<file path="config.mk">
export PLATFORM = sky130hd
export DESIGN_NAME = base32_stream_encoder
export DESIGN_NICKNAME = d
export VERILOG_FILES = /design/src/rtl/b32e_pkg.sv /design/src/rtl/base32_stream_encoder.sv /design/src/rtl/b32e_front.sv /design/src/rtl/b32e_queue.sv /design/src/rtl/b32e_back.sv
export SDC_FILE = /design/constraint.sdc
export NUM_CORES = 1
export LEC_CHECK = 0
export ABC_AREA = 1
export BUFFER_PORTS_ARGS = -buffer_cell sky130_fd_sc_hd__buf_2
export CAP_MARGIN = 10
export CORE_MARGIN = 2
export CORE_UTILIZATION = 55
export CTS_CLUSTER_SIZE = 12
export DETAILED_ROUTE_END_ITERATION = 12
export PLACE_DENSITY_LB_ADDON = 0.05
export SETUP_SLACK_MARGIN = 0.1
export SLEW_MARGIN = 30
export SYNTH_ARGS = -nofsm -noshare
export SYNTH_HDL_FRONTEND = slang
export SYNTH_HIERARCHICAL = 1
export SYNTH_SLANG_ARGS = --single-unit
</file>
<file path="constraint.sdc">
create_clock -name clk -period 4.7 [get_ports clk]
set_input_delay 0.235 -clock clk [delete_from_list [all_inputs] [get_ports clk]]
set_output_delay 0.235 -clock clk [all_outputs]
set_load 0.01 [all_outputs]
</file>
<file path="src/rtl/b32e_pkg.sv">
// ----------------------------------------------------------------------------
// b32e_pkg
// Shared types, constants and the symbol-to-character map of the Base32
// stream encoder.
// ----------------------------------------------------------------------------
`default_nettype none

package b32e_pkg;

  localparam int unsigned GROUP_CHARS = 8;
  localparam int unsigned MAX_SYMS    = 3;

  localparam logic [7:0] CHAR_UPPER_A = 8'h41;
  localparam logic [7:0] CHAR_TWO     = 8'h32;
  localparam logic [7:0] CHAR_PAD     = 8'h3D;
  localparam logic [4:0] SYM_LETTERS  = 5'd26;

  typedef logic [4:0] sym_t;

  // One classified request: data symbols first, then padding characters.
  typedef struct packed {
    sym_t [MAX_SYMS-1:0] sym;
    logic [1:0]          nsym;
    logic [3:0]          npad;
  } job_t;

  function automatic logic [7:0] b32_char(input sym_t v);
    logic [7:0] ch;
    if (v < SYM_LETTERS) begin
      ch = CHAR_UPPER_A + {3'd0, v};
    end else begin
      ch = CHAR_TWO + {3'd0, v - SYM_LETTERS};
    end
    return ch;
  endfunction

endpackage

`default_nettype wire

</file>
<file path="src/rtl/base32_stream_encoder.sv">
// ----------------------------------------------------------------------------
// base32_stream_encoder
// Base32 encoder for a byte stream: five bits to a character, flush and
// '=' padding to a whole group of eight on the last byte.
//
//   Channel | Dir | tdata            | tlast
//   in_     | in  | [7:0] data_byte  | last_byte
//   out_    | out | [7:0] out_char   | end_of_run
//
// One character leaves per cycle unless the output stalls or the queue is
// empty; a byte yields 1 to 8 characters.
// A byte is taken whenever the two-entry request queue has room.
// Synchronous active-low reset clears leftover bits, group position,
// queue, walker position and output valid flag.
// ----------------------------------------------------------------------------
`default_nettype none

module base32_stream_encoder
  import b32e_pkg::*;
(
  input  wire logic       clk,
  input  wire logic       rst_n,
  input  wire logic       in_tvalid,
  output logic            in_tready,
  input  wire logic [7:0] in_tdata,   // [7:0] data_byte
  input  wire logic       in_tlast,
  output logic            out_tvalid,
  input  wire logic       out_tready,
  output logic [7:0]      out_tdata,  // [7:0] out_char
  output logic            out_tlast
);

  logic q_full;
  logic q_push;
  job_t q_job;
  logic q_pop;
  logic q_valid;
  job_t q_head;

  b32e_front u_front (
    .clk       (clk),
    .rst_n     (rst_n),
    .in_tvalid (in_tvalid),
    .in_tready (in_tready),
    .in_tdata  (in_tdata),
    .in_tlast  (in_tlast),
    .q_full    (q_full),
    .q_push    (q_push),
    .q_job     (q_job)
  );

  b32e_queue u_queue (
    .clk      (clk),
    .rst_n    (rst_n),
    .push     (q_push),
    .push_job (q_job),
    .full     (q_full),
    .pop      (q_pop),
    .valid    (q_valid),
    .head     (q_head)
  );

  b32e_back u_back (
    .clk        (clk),
    .rst_n      (rst_n),
    .q_valid    (q_valid),
    .q_head     (q_head),
    .q_pop      (q_pop),
    .out_tvalid (out_tvalid),
    .out_tready (out_tready),
    .out_tdata  (out_tdata),
    .out_tlast  (out_tlast)
  );

endmodule

`default_nettype wire

</file>
<file path="src/rtl/b32e_front.sv">
// ----------------------------------------------------------------------------
// b32e_front
// Accepts input bytes, joins them with leftover bits and classifies each
// request into data symbols, a flush symbol and a padding count.
// ----------------------------------------------------------------------------
`default_nettype none

module b32e_front
  import b32e_pkg::*;
(
  input  wire logic       clk,
  input  wire logic       rst_n,
  input  wire logic       in_tvalid,
  output logic            in_tready,
  input  wire logic [7:0] in_tdata,
  input  wire logic       in_tlast,
  input  wire logic       q_full,
  output logic            q_push,
  output job_t            q_job
);

  logic [3:0] pend_bits_r, pend_bits_nxt;
  logic [2:0] pend_cnt_r,  pend_cnt_nxt;
  logic [2:0] grp_pos_r,   grp_pos_nxt;

  logic [2:0]  cnt;
  logic [3:0]  pmask;
  logic [11:0] acc;
  logic [3:0]  nbits;
  logic        two;
  logic [3:0]  rem;
  logic [3:0]  sh0;
  logic [3:0]  rmask;
  logic [3:0]  remv;
  sym_t        sym0, sym1, flush;
  logic [1:0]  k;
  logic [2:0]  gpos;
  logic [3:0]  pads;
  logic [3:0]  room;

  assign in_tready = !q_full;
  assign q_push    = in_tvalid && in_tready;

  always_comb begin
    cnt   = (pend_cnt_r > 3'd4) ? 3'd4 : pend_cnt_r;
    pmask = 4'((5'd1 << cnt) - 5'd1);
    acc   = {pend_bits_r & pmask, in_tdata};
    nbits = {1'b0, cnt} + 4'd8;
    two   = (nbits >= 4'd10);
    sh0   = nbits - 4'd5;
    rem   = two ? (nbits - 4'd10) : sh0;
    sym0  = 5'(acc >> sh0);
    sym1  = 5'(acc >> rem);
    rmask = 4'((5'd1 << rem) - 5'd1);
    remv  = acc[3:0] & rmask;
    flush = 5'({1'b0, remv} << (3'd5 - rem[2:0]));

    q_job      = '0;
    q_job.sym[0] = sym0;
    k          = two ? 2'd2 : 2'd1;
    if (two) begin
      q_job.sym[1] = sym1;
    end
    if (in_tlast && rem != 4'd0) begin
      if (two) begin
        q_job.sym[2] = flush;
      end else begin
        q_job.sym[1] = flush;
      end
      k = k + 2'd1;
    end
    q_job.nsym = k;

    gpos = grp_pos_r + {1'b0, k};
    room = 4'(GROUP_CHARS) - {2'd0, k};
    pads = {1'b0, 3'd0 - gpos};
    if (!in_tlast) begin
      pads = 4'd0;
    end else if (pads > room) begin
      pads = room;
    end
    q_job.npad = pads;

    if (in_tlast) begin
      pend_bits_nxt = 4'd0;
      pend_cnt_nxt  = 3'd0;
      grp_pos_nxt   = 3'd0;
    end else begin
      pend_bits_nxt = remv;
      pend_cnt_nxt  = rem[2:0];
      grp_pos_nxt   = gpos;
    end
  end

  always_ff @(posedge clk) begin
    if (!rst_n) begin
      pend_bits_r <= 4'd0;
      pend_cnt_r  <= 3'd0;
      grp_pos_r   <= 3'd0;
    end else if (q_push) begin
      pend_bits_r <= pend_bits_nxt;
      pend_cnt_r  <= pend_cnt_nxt;
      grp_pos_r   <= grp_pos_nxt;
    end
  end

endmodule

`default_nettype wire

</file>
<file path="src/rtl/b32e_queue.sv">
// ----------------------------------------------------------------------------
// b32e_queue
// Two-entry request queue between the front and the back.
// ----------------------------------------------------------------------------
`default_nettype none

module b32e_queue
  import b32e_pkg::*;
(
  input  wire logic clk,
  input  wire logic rst_n,
  input  wire logic push,
  input  job_t      push_job,
  output logic      full,
  input  wire logic pop,
  output logic      valid,
  output job_t      head
);

  job_t       mem_r [2];
  logic       wptr_r, wptr_nxt;
  logic       rptr_r, rptr_nxt;
  logic [1:0] count_r, count_nxt;

  assign full  = (count_r == 2'd2);
  assign valid = (count_r != 2'd0);
  assign head  = mem_r[rptr_r];

  always_comb begin
    wptr_nxt  = push ? ~wptr_r : wptr_r;
    rptr_nxt  = pop ? ~rptr_r : rptr_r;
    count_nxt = count_r;
    if (push && !pop) begin
      count_nxt = count_r + 2'd1;
    end else if (pop && !push) begin
      count_nxt = count_r - 2'd1;
    end
  end

  always_ff @(posedge clk) begin
    if (push) begin
      mem_r[wptr_r] <= push_job;
    end
  end

  always_ff @(posedge clk) begin
    if (!rst_n) begin
      wptr_r  <= 1'b0;
      rptr_r  <= 1'b0;
      count_r <= 2'd0;
    end else begin
      wptr_r  <= wptr_nxt;
      rptr_r  <= rptr_nxt;
      count_r <= count_nxt;
    end
  end

endmodule

`default_nettype wire

</file>
<file path="src/rtl/b32e_back.sv">
// ----------------------------------------------------------------------------
// b32e_back
// Walks each queued request, one character per cycle while the output is
// free, into the output register.
// ----------------------------------------------------------------------------
`default_nettype none

module b32e_back
  import b32e_pkg::*;
(
  input  wire logic clk,
  input  wire logic rst_n,
  input  wire logic q_valid,
  input  job_t      q_head,
  output logic      q_pop,
  output logic       out_tvalid,
  input  wire logic  out_tready,
  output logic [7:0] out_tdata,
  output logic       out_tlast
);

  logic [3:0] idx_r, idx_nxt;
  logic       vld_r, vld_nxt;
  logic [7:0] char_r, char_nxt;
  logic       last_r, last_nxt;

  logic       load;
  logic [3:0] total;
  logic       at_end;

  assign out_tvalid = vld_r;
  assign out_tdata  = char_r;
  assign out_tlast  = last_r;

  always_comb begin
    load   = q_valid && (!vld_r || out_tready);
    total  = {2'd0, q_head.nsym} + q_head.npad;
    at_end = (idx_r == total - 4'd1);
    q_pop  = load && at_end;

    if (idx_r < {2'd0, q_head.nsym}) begin
      char_nxt = b32_char(q_head.sym[idx_r[1:0]]);
    end else begin
      char_nxt = CHAR_PAD;
    end
    last_nxt = at_end;

    idx_nxt = idx_r;
    if (load) begin
      idx_nxt = at_end ? 4'd0 : idx_r + 4'd1;
    end

    vld_nxt = vld_r;
    if (load) begin
      vld_nxt = 1'b1;
    end else if (out_tready) begin
      vld_nxt = 1'b0;
    end
  end

  always_ff @(posedge clk) begin
    if (load) begin
      char_r <= char_nxt;
      last_r <= last_nxt;
    end
  end

  always_ff @(posedge clk) begin
    if (!rst_n) begin
      idx_r <= 4'd0;
      vld_r <= 1'b0;
    end else begin
      idx_r <= idx_nxt;
      vld_r <= vld_nxt;
    end
  end

endmodule

`default_nettype wire

</file>
==> results by group <==
Outcome
  – Status: finished, final reports clean

Worst setup path
  – Top delay family on crit path: adder cells
  – CP Capture Type: register
  – CP max stage cell: fa_1
  – Crit path cell chain: inv_2, nor2_4, clkinvlp_4, ha_1, o21ai_1, nand2_2, a21oi_4, nand3_2, nand2_2, ha_1, inv_1, ha_1, inv_1, fa_1, ha_1, ha_1, a21oi_1, nor3_2, buf_4, a21oi_1
  – Worst Setup Start Kind: register
  – Critical Path Most Common Cell: ha_1
  – Crit Path Max Fanout: 6
  – Arrival time at the worst endpoint: 4.44 ns
  – Data required, critical path: 4.81 ns
  – Worst Path Buf+Inv: 5
  – Worst path max stage delay: 0.47 ns
  – CP Class: reg -> reg

GRT
  – All-layer global routing usage: 0.214
  – Largest net degree at the start of global routing: 22
  – Initial antenna violation count: 0
  – Top Usage Layer GRT: met2
  – Vias in the first global route: 3,291
  – First-pass GRT wire length: 14,900 µm
  – Total gr overflow: 0
  – Met1 usage: 0.263
  – Global-route met2 utilization: 0.350
  – GR Util met3: 0.0538

Place
  – Post-DP HPWL: 6630 µm
  – Routability cong.: 0.969
  – PortBufs: 22

Power
  – Cell Pwr Density: 600 nW/µm²
  – Total power: 2.98 mW
  – Worst VDD drop: 268 µV
  – Pleak: 2.19 nW

Logic synthesis
  – Synthesis Warnings: 6
  – Post-synthesis sequential area ratio: 0.417
  – Yosys reg bits: 70
  – Synthesized area per cell: 8.73 µm²
  – Share of flip-flops with an asynchronous set or reset: 0
  – Post-synth EDFFs: 50
  – Post-Synthesis Cells: 523
  – Yosys cell types: 45
  – Post-synthesis cell area: 4560 µm²
  – Synth Flop Type: edfxtp_1

Die
  – DIE AREA: 9040 µm²
  – Chip height: 95.1 µm
  – Die width: 95.1 µm
  – Cell row count: 33
  – Initial Utilization: 0.561
  – I/O pin count: 24
  – Core area: 8130 µm²

CTS
  – Root Buffer Master: clkbuf_8
  – CTS tree: yes
  – Reg clk slew, reported paths: 0.08 ns
  – Max H-tree Level: 3
  – Largest buffer count on any clock path: 2
  – Inserted Clock Buffers: 9
  – Clock latency at the later pin of the worst-skew pair: 0.35 ns
  – Clk sinks: 70

Timing
  – Setup TNS: 0 ns
  – Final min period: 4.33 ns
  – Final setup viols: 0
  – Rel. slew slack: 0.436
  – Final Hold Viols: 0
  – Worst-margin pin slew: 0.845 ns
  – Fmax: 0.231 GHz
  – RSZ-0062 raised after global routing: false
  – Final Max Slew Viols: 0
  – Setup Skew: 0.0136 ns
  – Final Cycle Share: 0.921

Cells and area
  – Storage element area: 1900 µm²
  – Area of the multi-input gates: 2260 µm²
  – Fill cell count: 717
  – # nets final: 589
  – Area growth, synth to finish: 8.96%
  – Fin util: 0.611
  – Ant. Diodes: 0
  – Share of layout cells above drive strength 1: 0.211

Drt
  – Vias: 3,455
  – WL final: 8870 µm
  – DRC: 0
  – Detailed Routing Iterations Pass 1: 5
  – ANT nets after route: 0
  – DRT iter0 DRCs: 124
  – Via density per instance: 5.21
  – Drt wl/cell: 13.4 µm

Run
  – Max-cap violations: 0

Min path
  – Hold crit path type: in -> reg
==> cell usage after synthesis, drive strengths merged (6+ instances only) <==
cell    number  area, µm²
xnor2        7       61.3
o21ai       47        269
nand3       26        145
o211ai       8       65.1
xor2         6       52.6
a21oi       26        156
ha          21        263
edfxtp      50       1500
mux2        21        312
buf         13        115
dfxtp       20        400
inv         74        285
nand2      134        564
nor2        45        196
==> area by class of cell <==
class | count | share of cell area
multi-input cells | 365 | 0.455
flip-flops and latches | 70 | 0.383
inverters | 75 | 0.0589
repair buffers | 32 | 0.0372
well taps | 105 | 0.0264
clock buffers | 9 | 0.0249
clock inverters | 7 | 0.0146
==> per-layer routing <==
| metal | share of wire | up-vias |
|---|---|---|
| met1 | 0.45 | 1559 |
| met4 | 0.025 | 0 |
| met2 | 0.47 | 98 |
| met3 | 0.054 | 18 |
| met5 | 0 | - |
| li1 | - | 1780 |
==> power by group <==
part           total, mW  internal (mW)  switching (mW)
Combinational       1.53          0.601           0.933
Sequential         0.964          0.887          0.0777
Clock              0.484          0.246           0.239
==> path summary, 6_finish.rpt <==
kind | from | end | slack [ns] | depth (start not counted)
worst max register to register | u_front/pend_cnt_r[1]$_SDFFE_PN0P_ | u_queue/mem_r[0][1]$_DFFE_PP_ | 0.37 | 20
worst min-delay path | out_tready | u_back/out_tvalid$_SDFFE_PN0P_ | 0.15 | 4
worst max-delay path | u_front/pend_cnt_r[1]$_SDFFE_PN0P_ | u_queue/mem_r[0][1]$_DFFE_PP_ | 0.37 | 20
worst min register to register | u_front/pend_bits_r[0]$_SDFFE_PN0P_ | u_front/pend_bits_r[0]$_SDFFE_PN0P_ | 0.47 | 2
==> worst min-delay path: stages <==
cell	delay, ns
buf_2	0.08
inv_1	0.03
nand2_1	0.06
a21oi_1	0.06
==> kinds of logic after synthesis <==
family / after synthesis / share of synthesized area
XOR/XNOR: 13 / 0.0249
AO/OA/AOI/OAI: 91 / 0.124
flip-flops: 70 / 0.417
other: 2 / 0.00165
adder cells (fa/ha/maj): 23 / 0.0663
multiplexers: 21 / 0.0683
buffers and inverters: 91 / 0.0910
AND/OR/NAND/NOR: 212 / 0.208
==> cells in the final DEF (no fill, tap or decap), drive strengths merged, types with 6 or more instances in the layout <==
cell    instances
o21ai          47
nand3          26
a21oi          26
edfxtp         50
inv            74
clkbuf          9
dfxtp          20
ha             21
mux2           21
nor2           45
o211ai          8
nand2         134
xor2            6
buf            32
xnor2           7
==> sequential cells by signal, summed over array words and instances, names as in the netlist, named ones only <==
signal / flops
u_front/grp_pos_r: 3
u_queue/rptr_r: 1
u_front/pend_cnt_r: 3
u_front/pend_bits_r: 4
u_back/idx_r: 4
u_back/out_tdata: 7
u_queue/wptr_r: 1
u_back/out_tlast: 1
u_queue/mem_r: 42
u_queue/count_r: 2
u_back/out_tvalid: 1
==> what timing repair did <==
| item | in CTS | in global routing |
|---|---|---|
| endpoints found under the setup margin | 4 | 4 |
| buffers inserted | 0 | 5 |
| resized for setup | 1 | 3 |
| endpoints found under the hold margin | 0 | 0 |
| hold buffers | 0 | 0 |
| pin swaps | 0 | 2 |
==> per-stage QoR <==
stage	instances	worst slack, ns	hold slack, ns	area (µm²)
2_1_floorplan	526	0.598	0.356	4580
3_3_place_gp	642	0.358	0.454	4730
3_5_place_dp	642	0.0859	0.459	4730
4_1_cts	658	0.179	0.140	4930
5_1_grt	663	0.144	0.160	4970
6_report	663	0.371	0.151	4970
No activity file was read; power rests on OpenSTA's default activity.
